--- src/design/wlc_pkg.sv ---
`timescale 1ns / 1ps

package wlc_pkg;

  localparam int CLS_W     = 2;
  localparam int THR_W     = 6;
  localparam int RATE_W    = 16;
  localparam int LEN_W     = 8;
  localparam int PCT_W     = 7;
  localparam int CFG_IDX_W = 2;

  localparam logic [CLS_W-1:0] CLS_ALNUM = 2'd0;
  localparam logic [CLS_W-1:0] CLS_SPACE = 2'd1;

  localparam logic ACT_CHAR = 1'b0;
  localparam logic ACT_END  = 1'b1;

  localparam logic [CFG_IDX_W-1:0] CFG_THRESHOLD = 2'd0;
  localparam logic [CFG_IDX_W-1:0] CFG_PER_PAGE  = 2'd1;
  localparam logic [CFG_IDX_W-1:0] CFG_PER_MIN   = 2'd2;

  localparam logic [THR_W-1:0]  THR_RST  = 6'd6;
  localparam logic [RATE_W-1:0] WPP_RST  = 16'd250;
  localparam logic [RATE_W-1:0] WPM_RST  = 16'd270;
  localparam logic [PCT_W-1:0]  PCT_FULL = 7'd100;

  typedef enum logic [1:0] {
    ST_IDLE,
    ST_START,
    ST_WAIT,
    ST_DELIVER
  } state_t;

  typedef enum logic [1:0] {
    OP_PCT,
    OP_PAGE,
    OP_MIN
  } op_t;

  typedef struct packed {
    logic             char_en;
    logic             flush;
    logic             clear;
    logic [CLS_W-1:0] cls;
  } tally_cmd_t;

endpackage

--- src/design/wlc_in_if.sv ---
`timescale 1ns / 1ps

interface wlc_in_if;
  import wlc_pkg::*;

  logic             valid;
  logic             ready;
  logic             action;
  logic [CLS_W-1:0] char_class;

  modport source (output valid, output action, output char_class, input ready);
  modport sink (input valid, input action, input char_class, output ready);
endinterface

--- src/design/wlc_out_if.sv ---
`timescale 1ns / 1ps

interface wlc_out_if #(
  parameter int COUNT_BITS = 24
);
  import wlc_pkg::*;

  logic                  valid;
  logic                  ready;
  logic [COUNT_BITS-1:0] word_count;
  logic [COUNT_BITS-1:0] long_word_count;
  logic [COUNT_BITS-1:0] word_char_count;
  logic [PCT_W-1:0]      complex_percent;
  logic [COUNT_BITS-1:0] page_count;
  logic [COUNT_BITS-1:0] reading_minutes;

  modport source (
    output valid, output word_count, output long_word_count, output word_char_count,
    output complex_percent, output page_count, output reading_minutes, input ready
  );
  modport sink (
    input valid, input word_count, input long_word_count, input word_char_count,
    input complex_percent, input page_count, input reading_minutes, output ready
  );
endinterface

--- src/design/wlc_cfg_if.sv ---
`timescale 1ns / 1ps

interface wlc_cfg_if;
  import wlc_pkg::*;

  logic                 valid;
  logic                 ready;
  logic [CFG_IDX_W-1:0] index;
  logic [RATE_W-1:0]    data;

  modport source (output valid, output index, output data, input ready);
  modport sink (input valid, input index, input data, output ready);
endinterface

--- src/design/word_and_long_word_counter_core.sv ---
`timescale 1ns / 1ps

// Counts words, long words and word characters in a stream of pre-classified
// characters and, on an end-of-text beat, reports the totals with the long-word
// percentage (rounded up), the page count and the reading minutes, then clears.
// A character beat is taken every cycle except while an end-of-text beat is worked
// on: that beat keeps the input stalled while the one restoring divider that serves
// all three quotients, retiring one quotient bit per cycle, works them out in turn;
// the beat's result turns valid as the input is released. The stall grows while an
// earlier result still waits in the output register. The finished result sits in
// that register, so character beats flow again while it waits to be taken.
// Write configuration only while no end-of-text beat is being worked on.
module word_and_long_word_counter_core #(
  parameter int COUNT_BITS = 24
) (
  input  logic      clk,
  input  logic      rst_n,
  wlc_in_if.sink    in_bus,
  wlc_out_if.source out_bus,
  wlc_cfg_if.sink   cfg_bus
);
  import wlc_pkg::*;

  localparam int DVD_W = COUNT_BITS + PCT_W;
  localparam int DVS_W = (COUNT_BITS > RATE_W) ? COUNT_BITS : RATE_W;

  state_t state_r, state_nxt;
  op_t    op_r, op_nxt;

  logic [THR_W-1:0]  thr_r;
  logic [RATE_W-1:0] wpp_r;
  logic [RATE_W-1:0] wpm_r;

  logic [COUNT_BITS-1:0] words, long_words, chars;
  tally_cmd_t            cmd;

  logic                  in_fire;
  logic                  div_start;
  logic [DVD_W-1:0]      div_dvd;
  logic [DVS_W-1:0]      div_dvs;
  logic                  div_done;
  logic [DVD_W-1:0]      div_quo;

  logic [PCT_W-1:0]      pct_r;
  logic [COUNT_BITS-1:0] page_r;
  logic [COUNT_BITS-1:0] min_r;
  logic                  load;

  logic                  out_valid_r;
  logic [COUNT_BITS-1:0] out_words_r, out_long_r, out_chars_r, out_page_r, out_min_r;
  logic [PCT_W-1:0]      out_pct_r;

  // Configuration.
  assign cfg_bus.ready = 1'b1;

  always_ff @(posedge clk) begin
    if (!rst_n) begin
      thr_r <= THR_RST;
      wpp_r <= WPP_RST;
      wpm_r <= WPM_RST;
    end else if (cfg_bus.valid) begin
      unique case (cfg_bus.index)
        CFG_THRESHOLD: thr_r <= cfg_bus.data[THR_W-1:0];
        CFG_PER_PAGE:  wpp_r <= cfg_bus.data;
        CFG_PER_MIN:   wpm_r <= cfg_bus.data;
        default: ;
      endcase
    end
  end

  assign in_bus.ready = (state_r == ST_IDLE);
  assign in_fire      = in_bus.valid && in_bus.ready;

  always_comb begin
    cmd.char_en = in_fire && (in_bus.action == ACT_CHAR);
    cmd.flush   = in_fire && (in_bus.action == ACT_END);
    cmd.clear   = load;
    cmd.cls     = in_bus.char_class;
  end

  wlc_tally #(
    .COUNT_BITS (COUNT_BITS)
  ) u_tally (
    .clk        (clk),
    .rst_n      (rst_n),
    .cmd        (cmd),
    .threshold  (thr_r),
    .words      (words),
    .long_words (long_words),
    .chars      (chars)
  );

  // Operand selection for the shared divider.
  always_comb begin
    case (op_r)
      OP_PCT: begin
        // Ceiling of 100 * long / words as (100 * long + words - 1) / words.
        div_dvd = DVD_W'(long_words) * DVD_W'(PCT_FULL) + DVD_W'(words) - DVD_W'(1);
        div_dvs = DVS_W'(words);
      end
      OP_PAGE: begin
        div_dvd = DVD_W'(words);
        div_dvs = DVS_W'(wpp_r);
      end
      OP_MIN: begin
        div_dvd = DVD_W'(words);
        div_dvs = DVS_W'(wpm_r);
      end
      default: begin
        div_dvd = '0;
        div_dvs = '0;
      end
    endcase
  end

  wlc_divider #(
    .DVD_W (DVD_W),
    .DVS_W (DVS_W)
  ) u_div (
    .clk      (clk),
    .rst_n    (rst_n),
    .start    (div_start),
    .dividend (div_dvd),
    .divisor  (div_dvs),
    .done     (div_done),
    .quotient (div_quo)
  );

  // Sequencer.
  always_comb begin
    state_nxt = state_r;
    op_nxt    = op_r;
    div_start = 1'b0;
    load      = 1'b0;
    unique case (state_r)
      ST_IDLE: begin
        if (in_fire && (in_bus.action == ACT_END)) begin
          state_nxt = ST_START;
          op_nxt    = OP_PCT;
        end
      end
      ST_START: begin
        div_start = 1'b1;
        state_nxt = ST_WAIT;
      end
      ST_WAIT: begin
        if (div_done) begin
          state_nxt = ST_START;
          case (op_r)
            OP_PCT:  op_nxt = OP_PAGE;
            OP_PAGE: op_nxt = OP_MIN;
            default: state_nxt = ST_DELIVER;
          endcase
        end
      end
      ST_DELIVER: begin
        if (!out_valid_r || out_bus.ready) begin
          load      = 1'b1;
          state_nxt = ST_IDLE;
        end
      end
      default: state_nxt = ST_IDLE;
    endcase
  end

  always_ff @(posedge clk) begin
    if (!rst_n) begin
      state_r <= ST_IDLE;
      op_r    <= OP_PCT;
    end else begin
      state_r <= state_nxt;
      op_r    <= op_nxt;
    end
  end

  // Quotients; a zero divisor reports zero.
  always_ff @(posedge clk) begin
    if (state_r == ST_WAIT && div_done) begin
      case (op_r)
        OP_PCT: begin
          if (words == '0) begin
            pct_r <= '0;
          end else if (div_quo > DVD_W'(PCT_FULL)) begin
            pct_r <= PCT_FULL;
          end else begin
            pct_r <= div_quo[PCT_W-1:0];
          end
        end
        OP_PAGE: page_r <= (wpp_r == '0) ? '0 : div_quo[COUNT_BITS-1:0];
        default: min_r  <= (wpm_r == '0) ? '0 : div_quo[COUNT_BITS-1:0];
      endcase
    end
  end

  // Output register.
  always_ff @(posedge clk) begin
    if (!rst_n) begin
      out_valid_r <= 1'b0;
    end else if (load) begin
      out_valid_r <= 1'b1;
    end else if (out_bus.ready) begin
      out_valid_r <= 1'b0;
    end
  end

  always_ff @(posedge clk) begin
    if (load) begin
      out_words_r <= words;
      out_long_r  <= long_words;
      out_chars_r <= chars;
      out_pct_r   <= pct_r;
      out_page_r  <= page_r;
      out_min_r   <= min_r;
    end
  end

  assign out_bus.valid           = out_valid_r;
  assign out_bus.word_count      = out_words_r;
  assign out_bus.long_word_count = out_long_r;
  assign out_bus.word_char_count = out_chars_r;
  assign out_bus.complex_percent = out_pct_r;
  assign out_bus.page_count      = out_page_r;
  assign out_bus.reading_minutes = out_min_r;

endmodule

--- src/design/wlc_tally.sv ---
`timescale 1ns / 1ps

module wlc_tally #(
  parameter int COUNT_BITS = 24
) (
  input  logic                       clk,
  input  logic                       rst_n,
  input  wlc_pkg::tally_cmd_t        cmd,
  input  logic [wlc_pkg::THR_W-1:0]  threshold,
  output logic [COUNT_BITS-1:0]      words,
  output logic [COUNT_BITS-1:0]      long_words,
  output logic [COUNT_BITS-1:0]      chars
);
  import wlc_pkg::*;

  localparam logic [COUNT_BITS-1:0] CNT_MAX = {COUNT_BITS{1'b1}};
  localparam logic [LEN_W-1:0]      LEN_MAX = {LEN_W{1'b1}};

  logic                  in_word_r, in_word_nxt;
  logic                  sep_r, sep_nxt;
  logic [LEN_W-1:0]      len_r, len_nxt;
  logic [COUNT_BITS-1:0] words_r, words_nxt;
  logic [COUNT_BITS-1:0] long_r, long_nxt;
  logic [COUNT_BITS-1:0] chars_r, chars_nxt;

  logic [1:0]            add;
  logic [LEN_W:0]        len_sum;
  logic [COUNT_BITS:0]   chars_sum;
  logic                  close;

  always_comb begin
    // A pending separator is only counted once a letter or digit follows it.
    add       = (in_word_r && sep_r) ? 2'd2 : 2'd1;
    len_sum   = {1'b0, len_r} + (LEN_W + 1)'(add);
    chars_sum = {1'b0, chars_r} + (COUNT_BITS + 1)'(add);

    in_word_nxt = in_word_r;
    sep_nxt     = sep_r;
    len_nxt     = len_r;
    words_nxt   = words_r;
    long_nxt    = long_r;
    chars_nxt   = chars_r;
    close       = 1'b0;

    if (cmd.char_en) begin
      if (cmd.cls == CLS_ALNUM) begin
        len_nxt     = len_sum[LEN_W] ? LEN_MAX : len_sum[LEN_W-1:0];
        chars_nxt   = chars_sum[COUNT_BITS] ? CNT_MAX : chars_sum[COUNT_BITS-1:0];
        in_word_nxt = 1'b1;
        sep_nxt     = 1'b0;
      end else if (in_word_r) begin
        if (cmd.cls == CLS_SPACE || sep_r) begin
          close = 1'b1;
        end else begin
          sep_nxt = 1'b1;
        end
      end
    end else if (cmd.flush) begin
      close = in_word_r;
    end

    if (close) begin
      words_nxt = (words_r == CNT_MAX) ? words_r : words_r + 1'b1;
      if (len_r > LEN_W'(threshold)) begin
        long_nxt = (long_r == CNT_MAX) ? long_r : long_r + 1'b1;
      end
      in_word_nxt = 1'b0;
      sep_nxt     = 1'b0;
      len_nxt     = '0;
    end

    if (cmd.clear) begin
      in_word_nxt = 1'b0;
      sep_nxt     = 1'b0;
      len_nxt     = '0;
      words_nxt   = '0;
      long_nxt    = '0;
      chars_nxt   = '0;
    end
  end

  always_ff @(posedge clk) begin
    if (!rst_n) begin
      in_word_r <= 1'b0;
      sep_r     <= 1'b0;
      len_r     <= '0;
      words_r   <= '0;
      long_r    <= '0;
      chars_r   <= '0;
    end else begin
      in_word_r <= in_word_nxt;
      sep_r     <= sep_nxt;
      len_r     <= len_nxt;
      words_r   <= words_nxt;
      long_r    <= long_nxt;
      chars_r   <= chars_nxt;
    end
  end

  assign words      = words_r;
  assign long_words = long_r;
  assign chars      = chars_r;

endmodule

--- src/design/wlc_divider.sv ---
`timescale 1ns / 1ps

module wlc_divider #(
  parameter int DVD_W = 31,
  parameter int DVS_W = 24
) (
  input  logic             clk,
  input  logic             rst_n,
  input  logic             start,
  input  logic [DVD_W-1:0] dividend,
  input  logic [DVS_W-1:0] divisor,
  output logic             done,
  output logic [DVD_W-1:0] quotient
);

  localparam int CNT_W = $clog2(DVD_W + 1);

  logic             busy_r, busy_nxt;
  logic             done_r, done_nxt;
  logic [CNT_W-1:0] cnt_r, cnt_nxt;
  logic [DVD_W-1:0] quo_r, quo_nxt;
  logic [DVS_W-1:0] rem_r, rem_nxt;
  logic [DVS_W-1:0] dvs_r, dvs_nxt;

  logic [DVS_W:0]   shifted;
  logic [DVS_W:0]   diff;
  logic             fits;

  always_comb begin
    // Restoring division: the dividend shifts out of quo_r as quotient bits shift in.
    shifted = {rem_r, quo_r[DVD_W-1]};
    fits    = shifted >= {1'b0, dvs_r};
    diff    = shifted - {1'b0, dvs_r};

    busy_nxt = busy_r;
    done_nxt = 1'b0;
    cnt_nxt  = cnt_r;
    quo_nxt  = quo_r;
    rem_nxt  = rem_r;
    dvs_nxt  = dvs_r;

    if (start) begin
      busy_nxt = 1'b1;
      cnt_nxt  = CNT_W'(DVD_W);
      quo_nxt  = dividend;
      rem_nxt  = '0;
      dvs_nxt  = divisor;
    end else if (busy_r) begin
      rem_nxt = fits ? diff[DVS_W-1:0] : shifted[DVS_W-1:0];
      quo_nxt = {quo_r[DVD_W-2:0], fits};
      cnt_nxt = cnt_r - 1'b1;
      if (cnt_r == CNT_W'(1)) begin
        busy_nxt = 1'b0;
        done_nxt = 1'b1;
      end
    end
  end

  always_ff @(posedge clk) begin
    if (!rst_n) begin
      busy_r <= 1'b0;
      done_r <= 1'b0;
      cnt_r  <= '0;
    end else begin
      busy_r <= busy_nxt;
      done_r <= done_nxt;
      cnt_r  <= cnt_nxt;
    end
  end

  always_ff @(posedge clk) begin
    quo_r <= quo_nxt;
    rem_r <= rem_nxt;
    dvs_r <= dvs_nxt;
  end

  assign done     = done_r;
  assign quotient = quo_r;

endmodule
--- src/flat_wrapper.sv ---
// flat-port wrapper written by rule: the top's interface ports become plain ports
module word_and_long_word_counter_core_flat import wlc_pkg::*;
#(
  parameter int COUNT_BITS = 24
)
  (clk, rst_n, in_bus_valid, in_bus_action, in_bus_char_class, in_bus_ready, out_bus_valid, out_bus_word_count, out_bus_long_word_count, out_bus_word_char_count, out_bus_complex_percent, out_bus_page_count, out_bus_reading_minutes, out_bus_ready, cfg_bus_valid, cfg_bus_index, cfg_bus_data, cfg_bus_ready);
  wlc_in_if in_bus_i ();
  wlc_out_if #(.COUNT_BITS(COUNT_BITS)) out_bus_i ();
  wlc_cfg_if cfg_bus_i ();
  input  logic clk;
  input  logic rst_n;
  input wire logic [$bits(in_bus_i.valid)-1:0] in_bus_valid;
  input wire logic [$bits(in_bus_i.action)-1:0] in_bus_action;
  input wire logic [$bits(in_bus_i.char_class)-1:0] in_bus_char_class;
  output wire logic [$bits(in_bus_i.ready)-1:0] in_bus_ready;
  output wire logic [$bits(out_bus_i.valid)-1:0] out_bus_valid;
  output wire logic [$bits(out_bus_i.word_count)-1:0] out_bus_word_count;
  output wire logic [$bits(out_bus_i.long_word_count)-1:0] out_bus_long_word_count;
  output wire logic [$bits(out_bus_i.word_char_count)-1:0] out_bus_word_char_count;
  output wire logic [$bits(out_bus_i.complex_percent)-1:0] out_bus_complex_percent;
  output wire logic [$bits(out_bus_i.page_count)-1:0] out_bus_page_count;
  output wire logic [$bits(out_bus_i.reading_minutes)-1:0] out_bus_reading_minutes;
  input wire logic [$bits(out_bus_i.ready)-1:0] out_bus_ready;
  input wire logic [$bits(cfg_bus_i.valid)-1:0] cfg_bus_valid;
  input wire logic [$bits(cfg_bus_i.index)-1:0] cfg_bus_index;
  input wire logic [$bits(cfg_bus_i.data)-1:0] cfg_bus_data;
  output wire logic [$bits(cfg_bus_i.ready)-1:0] cfg_bus_ready;
  assign in_bus_i.valid = in_bus_valid;
  assign in_bus_i.action = in_bus_action;
  assign in_bus_i.char_class = in_bus_char_class;
  assign in_bus_ready = in_bus_i.ready;
  assign out_bus_valid = out_bus_i.valid;
  assign out_bus_word_count = out_bus_i.word_count;
  assign out_bus_long_word_count = out_bus_i.long_word_count;
  assign out_bus_word_char_count = out_bus_i.word_char_count;
  assign out_bus_complex_percent = out_bus_i.complex_percent;
  assign out_bus_page_count = out_bus_i.page_count;
  assign out_bus_reading_minutes = out_bus_i.reading_minutes;
  assign out_bus_i.ready = out_bus_ready;
  assign cfg_bus_i.valid = cfg_bus_valid;
  assign cfg_bus_i.index = cfg_bus_index;
  assign cfg_bus_i.data = cfg_bus_data;
  assign cfg_bus_ready = cfg_bus_i.ready;
  word_and_long_word_counter_core #(.COUNT_BITS(COUNT_BITS)) u_core (.clk(clk), .rst_n(rst_n), .in_bus(in_bus_i), .out_bus(out_bus_i), .cfg_bus(cfg_bus_i));
endmodule
--- config.mk ---
export PLATFORM = sky130hd
export DESIGN_NAME = word_and_long_word_counter_core_flat
export DESIGN_NICKNAME = d
export VERILOG_FILES = /design/src/design/wlc_pkg.sv /design/src/design/wlc_in_if.sv /design/src/design/wlc_out_if.sv /design/src/design/wlc_cfg_if.sv /design/src/design/word_and_long_word_counter_core.sv /design/src/design/wlc_tally.sv /design/src/design/wlc_divider.sv /design/src/flat_wrapper.sv
export SDC_FILE = /design/constraint.sdc
export NUM_CORES = 1
export LEC_CHECK = 0
export BUFFER_PORTS_ARGS = -buffer_cell sky130_fd_sc_hd__buf_2
export CAP_MARGIN = 10
export CORE_ASPECT_RATIO = 2
export CORE_UTILIZATION = 55
export DETAILED_ROUTE_END_ITERATION = 6
export PLACE_DENSITY = 0.85
export SLEW_MARGIN = 10
export SYNTH_ARGS = -nofsm -noshare
export SYNTH_HDL_FRONTEND = slang
export SYNTH_HIERARCHICAL = 1
export SYNTH_SLANG_ARGS = --single-unit
export TNS_END_PERCENT = 30
--- constraint.sdc ---
create_clock -name clk -period 7.72 [get_ports clk]
set_input_delay 1.158 -clock clk [delete_from_list [all_inputs] [get_ports clk]]
set_output_delay 1.158 -clock clk [all_outputs]
set_load 0.03 [all_outputs]
==> results of run 1 <==
logic make-up after synthesis:
family                   share of synthesized area
flip-flops                                   0.468
AO/OA/AOI/OAI                                0.135
adder cells (fa/ha/maj)                      0.115
multiplexers                                0.0229
AND/OR/NAND/NOR                              0.163
other                                     0.000171
buffers and inverters                       0.0548
XOR/XNOR                                    0.0415
registers in the layout, summed over array words and instances (netlist names), 8 cells and up:
register	count
u_core/u_div/quotient	31
u_core/min_r	24
u_core/out_bus.long_word_count	24
u_core/out_bus.page_count	24
u_core/out_bus.reading_minutes	24
u_core/out_bus.word_char_count	24
u_core/out_bus.word_count	24
u_core/page_r	24
u_core/u_div/dvs_r	24
u_core/u_div/rem_r	24
u_core/u_tally/chars	24
u_core/u_tally/long_words	24
u_core/u_tally/words	24
u_core/wpm_r	16
u_core/wpp_r	16
u_core/u_tally/len_r	8
metrics by stage:
stage / hold WS, ns / cells / setup WS, ns / area (µm²)
floorplan: 0.400 / 2153 / 1.92 / 21900
global placement: 0.402 / 2784 / 1.42 / 23200
detailed placement: 0.405 / 2784 / 1.32 / 23200
CTS: 0.420 / 2845 / 1.32 / 24400
global route: 0.424 / 2848 / 0.882 / 24400
finish: 0.418 / 2848 / 1.26 / 24400
cells in the mapped netlist (39+ instances only):
cell / count / area share
nand4_1: 39 / 0.011
ha_1: 167 / 0.096
clkbuf_1: 54 / 0.0093
inv_1: 240 / 0.041
xor2_1: 56 / 0.022
nor2_1: 122 / 0.021
xnor2_1: 45 / 0.018
and2_1: 84 / 0.024
dfxtp_1: 156 / 0.14
nand3_1: 63 / 0.014
edfxtp_1: 237 / 0.33
a21oi_1: 115 / 0.026
o21ai_0: 62 / 0.014
nand2_1: 182 / 0.031
worst paths after layout:
kind	start	endpoint	slack (ns)
worst min register to register	u_core/min_r[10]	u_core/out_bus.reading_minutes[10]	0.42
worst min-delay path	u_core/min_r[10]	u_core/out_bus.reading_minutes[10]	0.42
worst max register to register	u_core/u_tally/long_words[3]	u_core/u_div/quotient[21]	1.26
worst max-delay path	u_core/u_tally/long_words[3]	u_core/u_div/quotient[21]	1.26
critical path: stages (launching register included):
cell and delay (ns):
dfxtp_1 0.51, ha_1 0.31, ha_1 0.32, fa_1 0.46, ha_1 0.35, o21ai_0 0.20
nor2_1 0.10, o21a_1 0.19, o21ai_0 0.19, nand2b_1 0.09, a21oi_1 0.22, o21ai_0 0.11
a21oi_1 0.19, xnor2_1 0.10, ha_1 0.28, inv_1 0.04, ha_1 0.26, a21oi_1 0.28
o21ai_0 0.22, a31oi_1 0.30, a21oi_1 0.16, o21bai_1 0.25, a21boi_0 0.23, or3_1 0.35
a32o_1 0.28, mux2_2 0.26
power breakdown:
| group | total (W) | leakage [nW] | internal [W] | switching, W |
|---|---|---|---|---|
| sequential | 0.00237 | 3.28 | 0.00229 | 0.0000731 |
| clock | 0.00180 | 0.570 | 0.00101 | 0.000785 |
| combinational | 0.000709 | 5.80 | 0.000288 | 0.000421 |
| total | 0.00488 | 9.65 | 0.00360 | 0.00128 |
final cells by class:
cell class,count,area (µm²)
antenna,3,7.51
sequential,393,10200
inverter,240,901
clock buffer,40,936
multi-input combinational,1450,10500
tap,525,657
timing repair buffer,176,936
fill,3160,14900
clock inverter,21,234
metal layers:
| layer | part of all wire | global-route usage | vias up |
|---|---|---|---|
| met3 | 0.044 | 0.0337 | 220 |
| li1 | - | - | 7988 |
| met4 | 0.084 | 0.226 | 0 |
| met2 | 0.54 | 0.529 | 609 |
| met1 | 0.33 | 0.266 | 7985 |
| met5 | 0 | 0 | - |
==> results_dict.tcl, run 1 <==
set metrics [dict create \
    seq_area_frac_synth 0.468 \
    syn_nets 2367 \
    tightest_slew_ns 1.24 \
    critPathKind "reg2reg" \
    synth_warnings 6 \
    clock_skew_ns 0.0374 \
    power_density_mw_per_mm2 200 \
    antenna_found_initial 3 \
    cp-end-kind "flop" \
    die_width_um 143 \
    syn_area_mm2 0.0219 \
    antenna_left 0 \
    setup_violations 0 \
    min_path_cells 0 \
    layout_common_cells "240 x inv_1, 237 x edfxtp_1, 182 x nand2_1" \
    cp_data_required_time_ns 8.01 \
    ys.flop_type "edfxtp_1" \
    htree_levels 2 \
    worstRegToRegCells 25 \
    period_needed_ns 6.46 \
    status "complete, but fails checks" \
    wl_per_cell_um 19.7 \
    cts_tree "done" \
    hp-class "reg2reg" \
    slew_viol_final 0 \
    drt_iter0_markers 1106 \
    post-dp-hpwl_um 41700 \
    syn_inst 2153 \
    fin_util 0.620 \
    drc 4 \
    slew_headroom 0.170 \
    dr.pass1.iters 7 \
    rsz0062_at_grt "false" \
    grt-ovfl-total 0 \
    failed_checks "design-rule violations" \
    viasPerCell 5.90 \
    p_leak_nw 9.65 \
    cp_max_fo 9 \
    grt_max_degree 73 \
    vias 16802 \
    worstSetupStartpointType "flop" \
    io_pins 156 \
    rows 103 \
    die_h_um 284 \
    grt_pass1_vias 16861 \
    gp_congestion 1.00 \
    post-cts-setup-buffer-count 0 \
    max-cap-violations 0 \
    grt_pass1_wl_um 87500 \
    synth_edf_count 237 \
    arrival_ns 6.75 \
    cts_resized 0 \
    ir_worst_vdd_v 0.000211 \
    grt.total_usage 0.281 \
    fin_crit_sh 0.836 \
    cts_hold_buf 0 \
    cts_sinks 393 \
    ys_types 101 \
    cts_root_buf "clkbuf_16" \
    coreArea_mm2 0.0393 \
    path_clk_slew_ns 0.07 \
    fmax_mhz 155 \
    total_power_w 0.00488 \
    io_buffers 154 \
    syn_to_final_growth_pct 11.4 \
    synth-seq-cells 393 \
    wirelength_um 56000 \
    setup-tns-final_ns 0 \
    clkLatencyLatePin_ns 0.55 \
    clockBufferDepth 3 \
    drive_gt1_frac 0.133 \
    avgSynthCellArea_um2 10.2 \
    die-area_mm2 0.0406 \
    final_hold_viol_count 0 \
    initial_core_util 0.557 \
    layout_commonest_cell "inv_1" \
    cts_made_buffers 34 \
    fin_nets 2509 \
    synthArstFlopShare 0 \
]
Note: power is estimated with default switching activity, not from simulation.
==> run 2, diff against run 1 <==
- PLACE_DENSITY: 0.85 -> 0.82
- clock period: 7.72 -> 6.1 ns (I/O delays scaled with it)
==> run 2 against run 1 <==
  * The run still ends with design-rule violations left
  * Worst setup slack got worse by 1.0 ns
  * Hold slack about the same
  * Critical path depth stayed put
  * Flip-flop and latch count stayed put
  * Via count up 2.7%
  * Routed wire length grew 3.4%
  * Fmax grew 9.9%
  * Largest power group unchanged
  * Highest routed layer unchanged
  * Non-clock buffer count grew 49
  * Clock-buffer cell count rose by 3
  * Total power rose by 27%
  * Final cell count up 1.7%
  * Utilization rose by 1.4 points
==> results_dict.tcl, run 2 (synthesis results as in run 1) <==
set metrics [dict create \
    status "complete, but fails checks" \
    failed_checks "design-rule violations" \
    rows 103 \
    drt_iter0_markers 1132 \
    grt_max_degree 73 \
    drive_gt1_frac 0.167 \
    dr.pass1.iters 7 \
    clock_skew_ns 0.0239 \
    clock_power_share 0.373 \
    period_needed_ns 5.88 \
    path_clk_slew_ns 0.07 \
    io_buffers 154 \
    ir_worst_vdd_v 0.000249 \
    arrival_ns 6.19 \
    clockBufferDepth 3 \
    antenna_left 0 \
    place_ws_ns -0.0585 \
    syn_to_final_growth_pct 14.0 \
    fin_util 0.634 \
    cpMaxStageDelayCell "fa_1" \
    power_density_mw_per_mm2 248 \
    power_switching_w 0.00161 \
    swShare 0.260 \
    grt.total_usage 0.290 \
    critPathKind "reg2reg" \
    hp-class "reg2reg" \
    dp.cells 2831 \
    grt-ovfl-total 0 \
    gp_congestion 0.956 \
    cp_max_fo 5 \
    wl_per_cell_um 20.0 \
    initial_core_util 0.557 \
    worstSetupStartpointType "flop" \
    path_buf_inv 1 \
    power_frac_seq 0.483 \
    cts_sinks 393 \
    die_width_um 143 \
    setup_violations 0 \
    fin_crit_sh 0.963 \
    tightest_slew_ns 1.15 \
    p_leak_nw 9.93 \
    die_h_um 284 \
    grt_pass1_wl_um 90500 \
    vias 17253 \
    drc 3 \
    stdcell_count 2897 \
    max-cap-violations 0 \
    fmax_mhz 170 \
    coreArea_mm2 0.0393 \
    layout_common_cells "239 x inv_1, 237 x edfxtp_1, 180 x nand2_1" \
    cts_made_buffers 35 \
    io_pins 156 \
    antenna_found_initial 0 \
    fin_ws_ns 0.223 \
    grt_pass1_vias 17457 \
    largest_reg_flops 31 \
    cts_hold_buf 0 \
    post-dp-hpwl_um 43200 \
    cts_root_buf "clkbuf_16" \
    slew_headroom 0.229 \
    viasPerCell 5.96 \
    cts_tree "done" \
    crit_path_frequent_cell "ha_1" \
    setup-tns-final_ns 0 \
    die-area_mm2 0.0406 \
    slew_viol_final 0 \
    cp_top_family "compound AO/OA/AOI/OAI gates" \
    htree_levels 2 \
    max_stage_delay_ns 0.46 \
    internal_power_w 0.00459 \
    cp_data_required_time_ns 6.41 \
    layout_commonest_cell "inv_1" \
    antenna-diode-count 0 \
    wirelength_um 57900 \
    combPwrFrac 0.144 \
    total_power_w 0.00620 \
    cp-end-kind "flop" \
    fin_nets 2559 \
    clkLatencyLatePin_ns 0.56 \
    final_hold_viol_count 0 \
]
## run 2: cell types whose count changed in the layout (fill, tap and decap cells not counted), moves of 6 or more
cell / previous run / this run
ha_1: 167 / 161
a21oi_2: 1 / 8
dfxtp_2: 0 / 8
buf_4: 22 / 71
dfxtp_1: 156 / 148
a21oi_1: 115 / 108
## run 2: cell type report
type                    instances  area, µm²
flip-flops and latches        393      10200
repair buffers                225       1300
clock inverters                21        238
multi-input cells            1450      10600
clock buffers                  43        970
inverters                     240        901
fillers                      3109      14400
well taps                     525        657
## run 2: power groups by stage
stage / clock network [W] / registers [W] / logic, W
2_1_floorplan: 0 / 0.00303 / 0.000687
3_3_place_gp: 0 / 0.00304 / 0.000849
3_5_place_dp: 0 / 0.00305 / 0.000875
4_1_cts: 0.00235 / 0.00299 / 0.000881
5_1_grt: 0.00244 / 0.00300 / 0.000983
6_report: 0.00231 / 0.00299 / 0.000890
## run 2: worst register-to-register path, delay by kind of cell, from the launching register on
family	cells	cell delay (ns)
buffers and inverters	1	0.04
xor gates and xnor gates	1	0.13
adders and majority gates	6	1.94
DFF	1	0.34
and+or+nand+nor	4	0.55
AOI/OAI and AO/OA	12	2.37
muxes	1	0.26
## run 2: path summary, 6_finish.rpt
path                                 from                      endpoint  slack [ns]  cells past startpoint
max          u_core/u_tally/long_words[2]     u_core/u_div/quotient[23]        0.22                     25
max reg2reg  u_core/u_tally/long_words[2]     u_core/u_div/quotient[23]        0.22                     25
min reg2reg              u_core/page_r[8]  u_core/out_bus.page_count[8]        0.42                      0
min                      u_core/page_r[8]  u_core/out_bus.page_count[8]        0.42                      0
## run 2: per-stage QoR
step | hold slack [ns] | instance area [µm²]
finish | 0.418 | 24900
global route | 0.422 | 24900
CTS | 0.418 | 24800
detailed placement | 0.405 | 23500
global placement | 0.403 | 23500
floorplan | 0.400 | 21900
## run 2: repair_timing
item,4_1_cts,5_1_grt
endpoints found under the setup margin,4,10
gates resized for setup,5,41
buffers inserted,0,2
pin swaps,1,14
hold endpoints to repair,0,0
## run 2: metal layers
| layer | global-route usage | up-vias | wire [µm] |
|---|---|---|---|
| met2 | 0.552 | 642 | 31400 |
| met1 | 0.269 | 8281 | 19100 |
| li1 | - | 8072 | - |
| met4 | 0.228 | 0 | 4920 |
| met3 | 0.0366 | 258 | 2480 |
| met5 | 0 | - | 0 |
==> run 3, diff against run 2 <==
- PLACE_DENSITY: 0.82 -> 0.73
==> run 3 against run 2 <==
  * The flow now finishes without violations
  * First-iteration DRC count shrank 4.5%
  * Hold slack worse by 0.0027 ns
  * Non-clock buffer count fell by 20
  * Clock-buffer cell count grew 4
  * Largest cell class unchanged
  * Combinational power about the same
  * Sequential share of layout area increased by 0.28 points
  * Final cell count down 0.66%
  * Largest power group unchanged
  * Die area unchanged
  * Design area shrank 0.70%
  * Via count down 2.2%
  * Fmax shrank 0.64%
==> results_dict.tcl, run 3 (synthesis results as in run 1) <==
set metrics [dict create \
    status "finished, final reports clean" \
    layout_commonest_cell "inv_1" \
    hp-class "reg2reg" \
    grt_max_degree 75 \
    power_density_mw_per_mm2 247 \
    grt_pass1_vias 16686 \
    antenna_left 0 \
    io_pins 156 \
    grt.total_usage 0.278 \
    cts_root_buf "clkbuf_16" \
    grt-ovfl-total 0 \
    drt_iter0_markers 1081 \
    swShare 0.263 \
    viasPerCell 5.87 \
    die-area_mm2 0.0406 \
    die_h_um 284 \
    fin_util 0.630 \
    htree_levels 2 \
    post-dp-hpwl_um 41900 \
    syn_to_final_growth_pct 13.2 \
    path_clk_slew_ns 0.07 \
    cp_max_fo 5 \
    wl_per_cell_um 19.4 \
    gp_congestion 1.00 \
    arrival_ns 6.20 \
    clock_skew_ns 0.0231 \
    rows 103 \
    drc 0 \
    largest_reg_flops 31 \
    fillerInstances 3217 \
    fin_nets 2539 \
    tightest_slew_ns 1.24 \
    wirelength_um 55700 \
    ir_worst_vdd_v 0.000266 \
    max-cap-violations 0 \
    p_leak_nw 9.80 \
    coreArea_mm2 0.0393 \
    cts_made_buffers 35 \
    final_hold_viol_count 0 \
    dp.cells 2810 \
    die_width_um 143 \
    dr.pass1.iters 6 \
    grt_pass1_wl_um 86900 \
    initial_core_util 0.557 \
    power_frac_seq 0.490 \
    io_buffers 154 \
    stdcell_count 2878 \
    antenna_found_initial 0 \
    cts_hold_buf 0 \
    slew_headroom 0.171 \
    period_needed_ns 5.91 \
    wl_met3_um 2310 \
    layout_common_cells "238 x inv_1, 237 x edfxtp_1, 182 x nand2_1" \
    fin_crit_sh 0.970 \
    wl_met1_um 19100 \
    drive_gt1_frac 0.156 \
    critPathKind "reg2reg" \
    cp_data_required_time_ns 6.38 \
    clock_power_share 0.365 \
    power_switching_w 0.00161 \
    slew_viol_final 0 \
    wl_met2_um 29500 \
    top_layer_used "met4" \
    fmax_mhz 169 \
    vias 16881 \
    worstSetupStartpointType "flop" \
    cts_tree "done" \
    cp-end-kind "flop" \
    clockBufferDepth 3 \
    clkLatencyLatePin_ns 0.55 \
    combPwrFrac 0.145 \
    internal_power_w 0.00450 \
    cts_sinks 393 \
    setup_violations 0 \
]
-- run 3: repair_timing --
action                     CTS  global route
setup endpoints to repair    5             7
buffers inserted             0             3
resized for setup            7            33
pin swaps                    0            18
-- run 3: path summary, 6_finish.rpt --
| path | from | end | slack, ns | cells past startpoint |
|---|---|---|---|---|
| worst max-delay path | u_core/u_tally/long_words[3] | u_core/u_div/quotient[27] | 0.19 | 26 |
| worst min-delay path | u_core/page_r[21] | u_core/out_bus.page_count[21] | 0.42 | 0 |
| worst max register to register | u_core/u_tally/long_words[3] | u_core/u_div/quotient[27] | 0.19 | 26 |
| worst min register to register | u_core/page_r[21] | u_core/out_bus.page_count[21] | 0.42 | 0 |
-- run 3: layout make-up --
type,count,area (µm²),share of cell area
Multi-Input combinational cell,1450,10700,0.431
Sequential cell,393,10200,0.414
Timing Repair Buffer,205,1150,0.0466
Clock buffer,47,983,0.0397
Inverter,240,901,0.0364
Tap cell,525,657,0.0265
Clock inverter,17,158,0.00637
Antenna cell,1,2.50,0.000101
-- run 3: through the flow --
step,power (W),hold WS [ns],cell area (µm²),TNS (ns),setup slack (ns)
after floorplan,0.00371,0.400,21900,0,0.439
after global placement,0.00390,0.404,23400,0,0.0551
after detailed placement,0.00392,0.405,23400,-0.331,-0.133
after CTS,0.00614,0.412,24600,-0.0301,-0.0301
after global routing,0.00634,0.426,24800,-0.0519,-0.0253
final,0.00611,0.416,24800,0,0.185
-- run 3: layer usage --
metal / vias to the layer above / global-route usage
li1: 8047 / -
met3: 229 / 0.0307
met1: 8067 / 0.274
met5: - / 0
met2: 538 / 0.514
met4: 0 / 0.216
-- run 3: worst max-delay path, stage by stage (launching register included) --
cell and delay (ns):
dfxtp_2 0.34, ha_1 0.36, ha_4 0.26, fa_1 0.52, ha_4 0.20, a211oi_1 0.21
nor2_1 0.13, a21oi_2 0.25, a21boi_1 0.13, o21a_1 0.19, o21ai_0 0.14, and2_1 0.21
o21bai_2 0.10, a2111o_1 0.43, o311a_1 0.16, ha_4 0.27, inv_2 0.04, ha_4 0.26
nand3_1 0.15, nor2_1 0.14, nand2_1 0.06, a21oi_1 0.29, o31ai_2 0.12, a22oi_2 0.18
xnor2_1 0.14, nor2_1 0.05, mux2_2 0.29
-- run 3: power groups by stage --
| stage | sequential (W) | combinational [W] | clock (W) |
|---|---|---|---|
| 2_1_floorplan | 0.00303 | 0.000687 | 0 |
| 3_3_place_gp | 0.00305 | 0.000855 | 0 |
| 3_5_place_dp | 0.00305 | 0.000872 | 0 |
| 4_1_cts | 0.00299 | 0.000877 | 0.00227 |
| 5_1_grt | 0.00301 | 0.000974 | 0.00236 |
| 6_report | 0.00300 | 0.000887 | 0.00223 |
